## src/smpq_pkg.sv

```systemverilog
// types and constants shared by the sorted minimum priority queue
`default_nettype none

package smpq_pkg;

    localparam int FIELD_W       = 32;
    localparam int COUNT_FIELD_W = 5;

    localparam logic KIND_INSERT  = 1'b0;
    localparam logic KIND_EXTRACT = 1'b1;

    typedef struct packed {
        logic                       kind;
        logic signed [FIELD_W-1:0]  value;
    } t_in_item;

    typedef struct packed {
        logic signed [FIELD_W-1:0]  removed_value;
        logic                       removed_valid;
        logic signed [FIELD_W-1:0]  min_value;
        logic                       is_empty;
        logic [COUNT_FIELD_W-1:0]   entry_count;
        logic                       overflow;
    } t_out_item;

    // per-cycle command broadcast to every cell
    typedef struct packed {
        logic ins;
        logic ext;
    } t_cell_cmd;

endpackage

`default_nettype wire

```

## src/sorted_min_priority_queue.sv

```systemverilog
// top level of the sorted minimum priority queue: chain of cells and result register
//
//  channel  | direction | handshake                   | payload
//  ---------+-----------+-----------------------------+------------------------
//  command  | in        | start high while busy low   | i_item  (kind, value)
//  result   | out       | o_result_valid, one cycle   | o_result (six fields)
//
// one command per clock; its result shows the cycle after it is taken
// every cell compares against the new value and shifts in the same edge, so the
// whole chain moves together and busy never rises
// reset clears the entry count and the result strobe; entries are not cleared
// the receiver cannot stall: each result beat lasts exactly one cycle
`default_nettype none

module sorted_min_priority_queue #(
    parameter int DEPTH       = 16,
    parameter int VALUE_WIDTH = 32
) (
    input  wire                    i_clk,
    input  wire                    i_rst_n,
    input  wire                    start,
    output logic                   busy,
    input  smpq_pkg::t_in_item     i_item,
    output logic                   o_result_valid,
    output smpq_pkg::t_out_item    o_result
);
    import smpq_pkg::*;

    localparam int CW = $clog2(DEPTH + 1);
    localparam logic [CW-1:0] FULL_COUNT = CW'(DEPTH);

    // entry count and registered result fields
    logic [CW-1:0]          r_count, n_count;
    logic                   r_strobe;
    logic [VALUE_WIDTH-1:0] r_removed;
    logic                   r_removed_valid;
    logic                   r_overflow;

    logic [VALUE_WIDTH-1:0] new_value;
    t_cell_cmd              cmd;
    logic                   is_insert;
    logic                   is_extract;
    logic                   take;

    logic [VALUE_WIDTH-1:0] cell_value [DEPTH];
    logic                   cell_ge    [DEPTH];

    // every command is taken at once, so busy is never raised
    assign busy = 1'b0;
    assign take = start && !busy;

    // input value taken in its low bits, sign-extended if the store is wider
    assign new_value  = VALUE_WIDTH'(i_item.value);
    assign is_insert  = take && (i_item.kind == KIND_INSERT);
    assign is_extract = take && (i_item.kind == KIND_EXTRACT);

    // insert into full store and extract from empty store leave the chain alone
    assign cmd.ins = is_insert  && (r_count != FULL_COUNT);
    assign cmd.ext = is_extract && (r_count != '0);

    // ---- chain of cells ----
    for (genvar g = 0; g < DEPTH; g++) begin : g_cell
        logic [VALUE_WIDTH-1:0] left_value;
        logic                   left_ge;
        logic [VALUE_WIDTH-1:0] right_value;
        logic                   occupied;

        assign occupied = (CW'(g) < r_count);

        if (g == 0) begin : g_head
            // nothing to the left of the head: it never takes a shifted entry
            assign left_value = new_value;
            assign left_ge    = 1'b0;
        end else begin : g_body
            assign left_value = cell_value[g-1];
            assign left_ge    = cell_ge[g-1];
        end

        if (g == DEPTH - 1) begin : g_tail
            // tail entry becomes unoccupied on extract, its contents do not matter
            assign right_value = cell_value[g];
        end else begin : g_mid
            assign right_value = cell_value[g+1];
        end

        smpq_cell #(
            .VALUE_WIDTH (VALUE_WIDTH)
        ) u_cell (
            .i_clk         (i_clk),
            .i_cmd         (cmd),
            .i_new_value   (new_value),
            .i_occupied    (occupied),
            .i_left_value  (left_value),
            .i_left_ge     (left_ge),
            .i_right_value (right_value),
            .o_value       (cell_value[g]),
            .o_ge          (cell_ge[g])
        );
    end

    // ---- count ----
    always_comb begin
        n_count = r_count;
        if (cmd.ins) begin
            n_count = r_count + CW'(1);
        end else if (cmd.ext) begin
            n_count = r_count - CW'(1);
        end
    end

    always_ff @(posedge i_clk) begin
        if (!i_rst_n) begin
            r_count  <= '0;
            r_strobe <= 1'b0;
        end else begin
            r_count  <= n_count;
            r_strobe <= take;
        end
    end

    // result payload, no reset needed
    always_ff @(posedge i_clk) begin
        if (take) begin
            r_removed       <= cmd.ext ? cell_value[0] : '0;
            r_removed_valid <= cmd.ext;
            r_overflow      <= is_insert && (r_count == FULL_COUNT);
        end
    end

    // ---- result beat ----
    // the head cell and count already hold the post-step state while the strobe is up
    assign o_result_valid          = r_strobe;
    assign o_result.removed_value  = FIELD_W'(r_removed);
    assign o_result.removed_valid  = r_removed_valid;
    assign o_result.min_value      = (r_count != '0) ? FIELD_W'(cell_value[0]) : '0;
    assign o_result.is_empty       = (r_count == '0);
    assign o_result.entry_count    = COUNT_FIELD_W'(r_count);
    assign o_result.overflow       = r_overflow;

    // ---- assertions ----
    a_count_bound: assert property (@(posedge i_clk) disable iff (!i_rst_n)
        r_count <= FULL_COUNT)
        else $error("entry count beyond depth");

    a_overflow_full: assert property (@(posedge i_clk) disable iff (!i_rst_n)
        (is_insert && r_count == FULL_COUNT) |=> (r_count == FULL_COUNT && o_result.overflow))
        else $error("insert into full store changed the count or missed overflow");

    a_extract_dec: assert property (@(posedge i_clk) disable iff (!i_rst_n)
        (is_extract && r_count != '0) |=> (r_count == $past(r_count) - CW'(1)
            && o_result.removed_valid))
        else $error("extract did not remove exactly one entry");

    a_flags_excl: assert property (@(posedge i_clk) disable iff (!i_rst_n)
        o_result_valid |-> !(o_result.removed_valid && o_result.overflow))
        else $error("removed and overflow set together");

    a_head_sorted: assert property (@(posedge i_clk) disable iff (!i_rst_n)
        (is_insert && r_count == '0) |=> (cell_value[0] == $past(new_value)))
        else $error("insert into empty store not at head");

endmodule

`default_nettype wire

```

## src/smpq_cell.sv

```systemverilog
// one cell of the sorted chain: holds one entry and shifts with its neighbours
`default_nettype none

module smpq_cell #(
    parameter int VALUE_WIDTH = 32
) (
    input  wire                         i_clk,
    input  smpq_pkg::t_cell_cmd         i_cmd,
    input  wire [VALUE_WIDTH-1:0]       i_new_value,
    input  wire                         i_occupied,
    input  wire [VALUE_WIDTH-1:0]       i_left_value,
    input  wire                         i_left_ge,
    input  wire [VALUE_WIDTH-1:0]       i_right_value,
    output logic [VALUE_WIDTH-1:0]      o_value,
    output logic                        o_ge
);
    import smpq_pkg::*;

    logic [VALUE_WIDTH-1:0] r_value;

    // an empty slot counts as above everything, so the new value lands there
    assign o_ge    = !i_occupied || ($signed(r_value) >= $signed(i_new_value));
    assign o_value = r_value;

    always_ff @(posedge i_clk) begin
        priority if (i_cmd.ins) begin
            priority if (i_left_ge) begin
                r_value <= i_left_value;
            end else if (o_ge) begin
                r_value <= i_new_value;
            end else begin
                // entry below the insert point stays put
                r_value <= r_value;
            end
        end else if (i_cmd.ext) begin
            r_value <= i_right_value;
        end else begin
            r_value <= r_value;
        end
    end

endmodule

`default_nettype wire

```

## config.mk

```make
export PLATFORM = sky130hd
export DESIGN_NAME = sorted_min_priority_queue
export DESIGN_NICKNAME = d
export VERILOG_FILES = /design/src/smpq_pkg.sv /design/src/sorted_min_priority_queue.sv /design/src/smpq_cell.sv
export SDC_FILE = /design/constraint.sdc
export NUM_CORES = 2
export LEC_CHECK = 0
export BUFFER_PORTS_ARGS = -buffer_cell sky130_fd_sc_hd__buf_2
export CAP_MARGIN = 20
export CORE_MARGIN = 4
export CORE_UTILIZATION = 45
export CTS_BUF_LIST = sky130_fd_sc_hd__clkbuf_16
export DETAILED_ROUTE_END_ITERATION = 16
export GPL_ROUTABILITY_DRIVEN = 0
export SYNTH_ARGS = -nofsm -noshare
export SYNTH_HDL_FRONTEND = slang
export SYNTH_SLANG_ARGS = --single-unit
```

## constraint.sdc

```tcl
create_clock -name i_clk -period 11.2 [get_ports i_clk]
set_input_delay 2.24 -clock i_clk [delete_from_list [all_inputs] [get_ports i_clk]]
set_output_delay 2.24 -clock i_clk [all_outputs]
set_load 0.1 [all_outputs]
```

==> flow_summary.json <==
{
  "outcome": "finished, final reports clean",
  "async_flop_share_pct": 0,
  "die_area_um2": 90460,
  "synth-main-ff-cell": "edfxtp_1",
  "fin_tns_setup_ps": 0,
  "yosysTopAreaCell": "edfxtp_1",
  "nets": 4145,
  "port_buffers": 108,
  "core_um2": 85150,
  "timing.hold.ws_ps": 591.0,
  "path_max_fanout": 73,
  "crit_family": "buffers and inverters",
  "synth_xor_area_share_pct": 0.09083,
  "clkLatencyLatePin_ps": 620,
  "ys_ff_latch": 552,
  "finalMaxSlewViolations": 0,
  "peakVddDrop_mv": 0.2770,
  "netlist_instances": 3598,
  "cp-end-kind": "flop",
  "max_stage_delay_ps": 960,
  "grt_pass1_wl_mm": 184.2,
  "setup_viol": 0,
  "die_x_um": 300.8,
  "die_y_um": 300.8,
  "ant_nets": 0,
  "first_global_vias": 30460,
  "htree_levels": 3,
  "ys_seq_area_share_pct": 42.82,
  "worst_pin_slew_ps": 1107,
  "antenna_found_initial": 3,
  "rsz0062_at_grt": "no",
  "finalCriticalPeriod_ps": 6500,
  "maxCapViolations": 0,
  "num_vias": 31240,
  "cp.arrival_ps": 6780,
  "cts_hold_buf": 0,
  "root_buffer": "clkbuf_16",
  "drc": 0,
  "clock_path_buffers": 3,
  "hpwl_mm": 90.62,
  "synth-simple-area-share_pct": 16.62,
  "overflow": 0,
  "finClkSkew_ps": 38.88,
  "numCtsBuffers": 67,
  "final_cell_area_um2": 42490,
  "synth_top_area_share_pct": 42.51,
  "dpl_cell_area_um2": 40500,
  "std_cell_rows": 107,
  "cts_tree": "built",
  "synth_cell_types": 75,
  "preCtsSetupSlack_ps": 4154,
  "grt_max_degree": 230,
  "hold_viol_final": 0,
  "leakage_nw": 17.31,
  "drive_gt1_share_pct": 10.86,
  "r2r_slack_ps": 6550,
  "min_period_over_period_pct": 58.03,
  "crit_type": "input pin to flop",
  "clk_pin_slew_worst_paths_ps": 60,
  "synth_area_leaders": "edfxtp_1 43%, ha_1 17%, a221o_1 9.7%",
  "critical_path.most_common_cell": "buf_4",
  "wl_per_cell_um": 25.29,
  "start_kind": "input pin",
  "synthAdderAreaFrac_pct": 16.71,
  "max_freq_ghz": 0.1539,
  "syn_area_um2": 38570,
  "start_util_pct": 45.30,
  "ys_warn_count": 0,
  "syn_area_per_cell_um2": 10.72,
  "crit_required_ps": 11480,
  "cpMaxStageDelayCell": "clkinv_1",
  "synth-edff-count": 546,
  "dr.pass1.iters": 6,
  "cts.sinks": 552,
  "fin_ws_ps": 4700,
  "cts_resized": 0,
  "drt_iter0_drc": 2765,
  "post_cts_buffers": 0,
  "relSlewSlack_pct": 26.20,
  "synth_compound_area_share_pct": 19.92,
  "path_buf_inv": 5,
  "power_density_nw_per_um2": 206.6,
  "synth_nets": 4149,
  "synth_top_family_by_area": "compound AO/OA/AOI/OAI gates",
  "path_cells": "buf_2 -> inv_1 -> ha_2 -> buf_4 -> clkinv_1 -> o211ai_1 -> o21ai_4 -> a41oi_4 -> buf_4",
  "min_path_type": "flop to flop",
  "syn2layout_area_growth_pct": 10.16,
  "ios": 110,
  "vias_per_cell": 6.531,
  "wirelength_mm": 121.0,
  "synth.area.mux_share_pct": 0.2887,
  "grt_usage_pct": 26.08
}
-- path summary, 6_finish.rpt --
path	start	cells past startpoint	to
max	i_item[31]	9	g_cell[15].u_cell.o_value[22]$_DFFE_PP_
max reg2reg	r_count[1]$_SDFFE_PN0P_	7	g_cell[13].u_cell.o_value[25]$_DFFE_PP_
min	g_cell[3].u_cell.o_value[0]$_DFFE_PP_	1	g_cell[4].u_cell.o_value[0]$_DFFE_PP_
min reg2reg	g_cell[3].u_cell.o_value[0]$_DFFE_PP_	1	g_cell[4].u_cell.o_value[0]$_DFFE_PP_
-- cell families after synthesis --
| kind of cell | Yosys count |
|---|---|
| adder cells (fa/ha/maj) | 515 |
| XOR/XNOR | 4 |
| flip-flops | 552 |
| buffers and inverters | 354 |
| AO/OA/AOI/OAI | 947 |
| other | 1 |
| AND/OR/NAND/NOR | 1215 |
| multiplexers | 10 |
-- state kept, by name, indices dropped and copies added, names as in the netlist --
| signal | cells |
|---|---|
| r_overflow | 1 |
| g_cell.u_cell.o_value | 512 |
| r_count | 5 |
| r_removed | 32 |
| o_result_valid | 1 |
| r_removed_valid | 1 |
-- layout make-up --
| class | instances | area (µm²) |
|---|---|---|
| antenna | 3 | 7.507 |
| clock buffer | 67 | 1677 |
| clock inverter | 45 | 247.7 |
| fill | 7711 | 42660 |
| inverter | 84 | 315.3 |
| multi-input combinational | 2692 | 21000 |
| sequential | 552 | 16520 |
| tap | 1144 | 1431 |
| timing repair buffer | 197 | 1290 |
-- layout by cell type, fill, tap and decap left out, drive strengths merged, types with 15 or more instances in the layout --
cell type	n
a21o	21
a21oi	222
a221o	372
a311o	23
a311oi	23
and2	72
and3	264
and4	15
buf	197
clkbuf	67
clkinv	20
edfxtp	546
ha	515
inv	108
nand2	266
nand3	122
nand4	108
nor2	166
nor2b	18
nor3	75
nor4	46
o211ai	17
o21a	15
o21ai	69
o221a	32
o311ai	65
or2	33
-- layer usage --
| metal | global-route usage, % | vias up | share of wire (%) |
|---|---|---|---|
| met2 | 42.58 | 1080 | 47 |
| met4 | 9.076 | 0 | 3.3 |
| met5 | 0 | - | 0 |
| met3 | 2.891 | 192 | 5.8 |
| met1 | 36.17 | 15340 | 44 |
| li1 | - | 14630 | - |
-- per-stage QoR --
stage | cells | util, % | total power [mW]
2_1_floorplan | 3598 | - | 5.756
3_3_place_gp | 4665 | 47.53 | 6.707
3_5_place_dp | 4667 | 47.57 | 6.773
4_1_cts | 4779 | 49.83 | 8.779
5_1_grt | 4784 | 49.90 | 9.249
6_report | 4784 | 49.90 | 8.776
-- power by group --
part | switching [mW] | internal (mW) | total, mW
sequential | 0.497 | 2.98 | 3.48
clock | 0.900 | 1.11 | 2.01
combinational | 2.18 | 1.11 | 3.29
-- synthesized netlist by cell type, drive strengths merged (69+ instances only) --
| cell | count |
|---|---|
| and3 | 264 |
| nor3 | 75 |
| clkbuf | 247 |
| a21oi | 222 |
| nand3 | 122 |
| edfxtp | 546 |
| nand4 | 108 |
| o21ai | 69 |
| nand2 | 266 |
| ha | 515 |
| inv | 83 |
| a221o | 372 |
| nor2 | 166 |
| and2 | 72 |
Note: power is estimated with default switching activity, not from simulation.
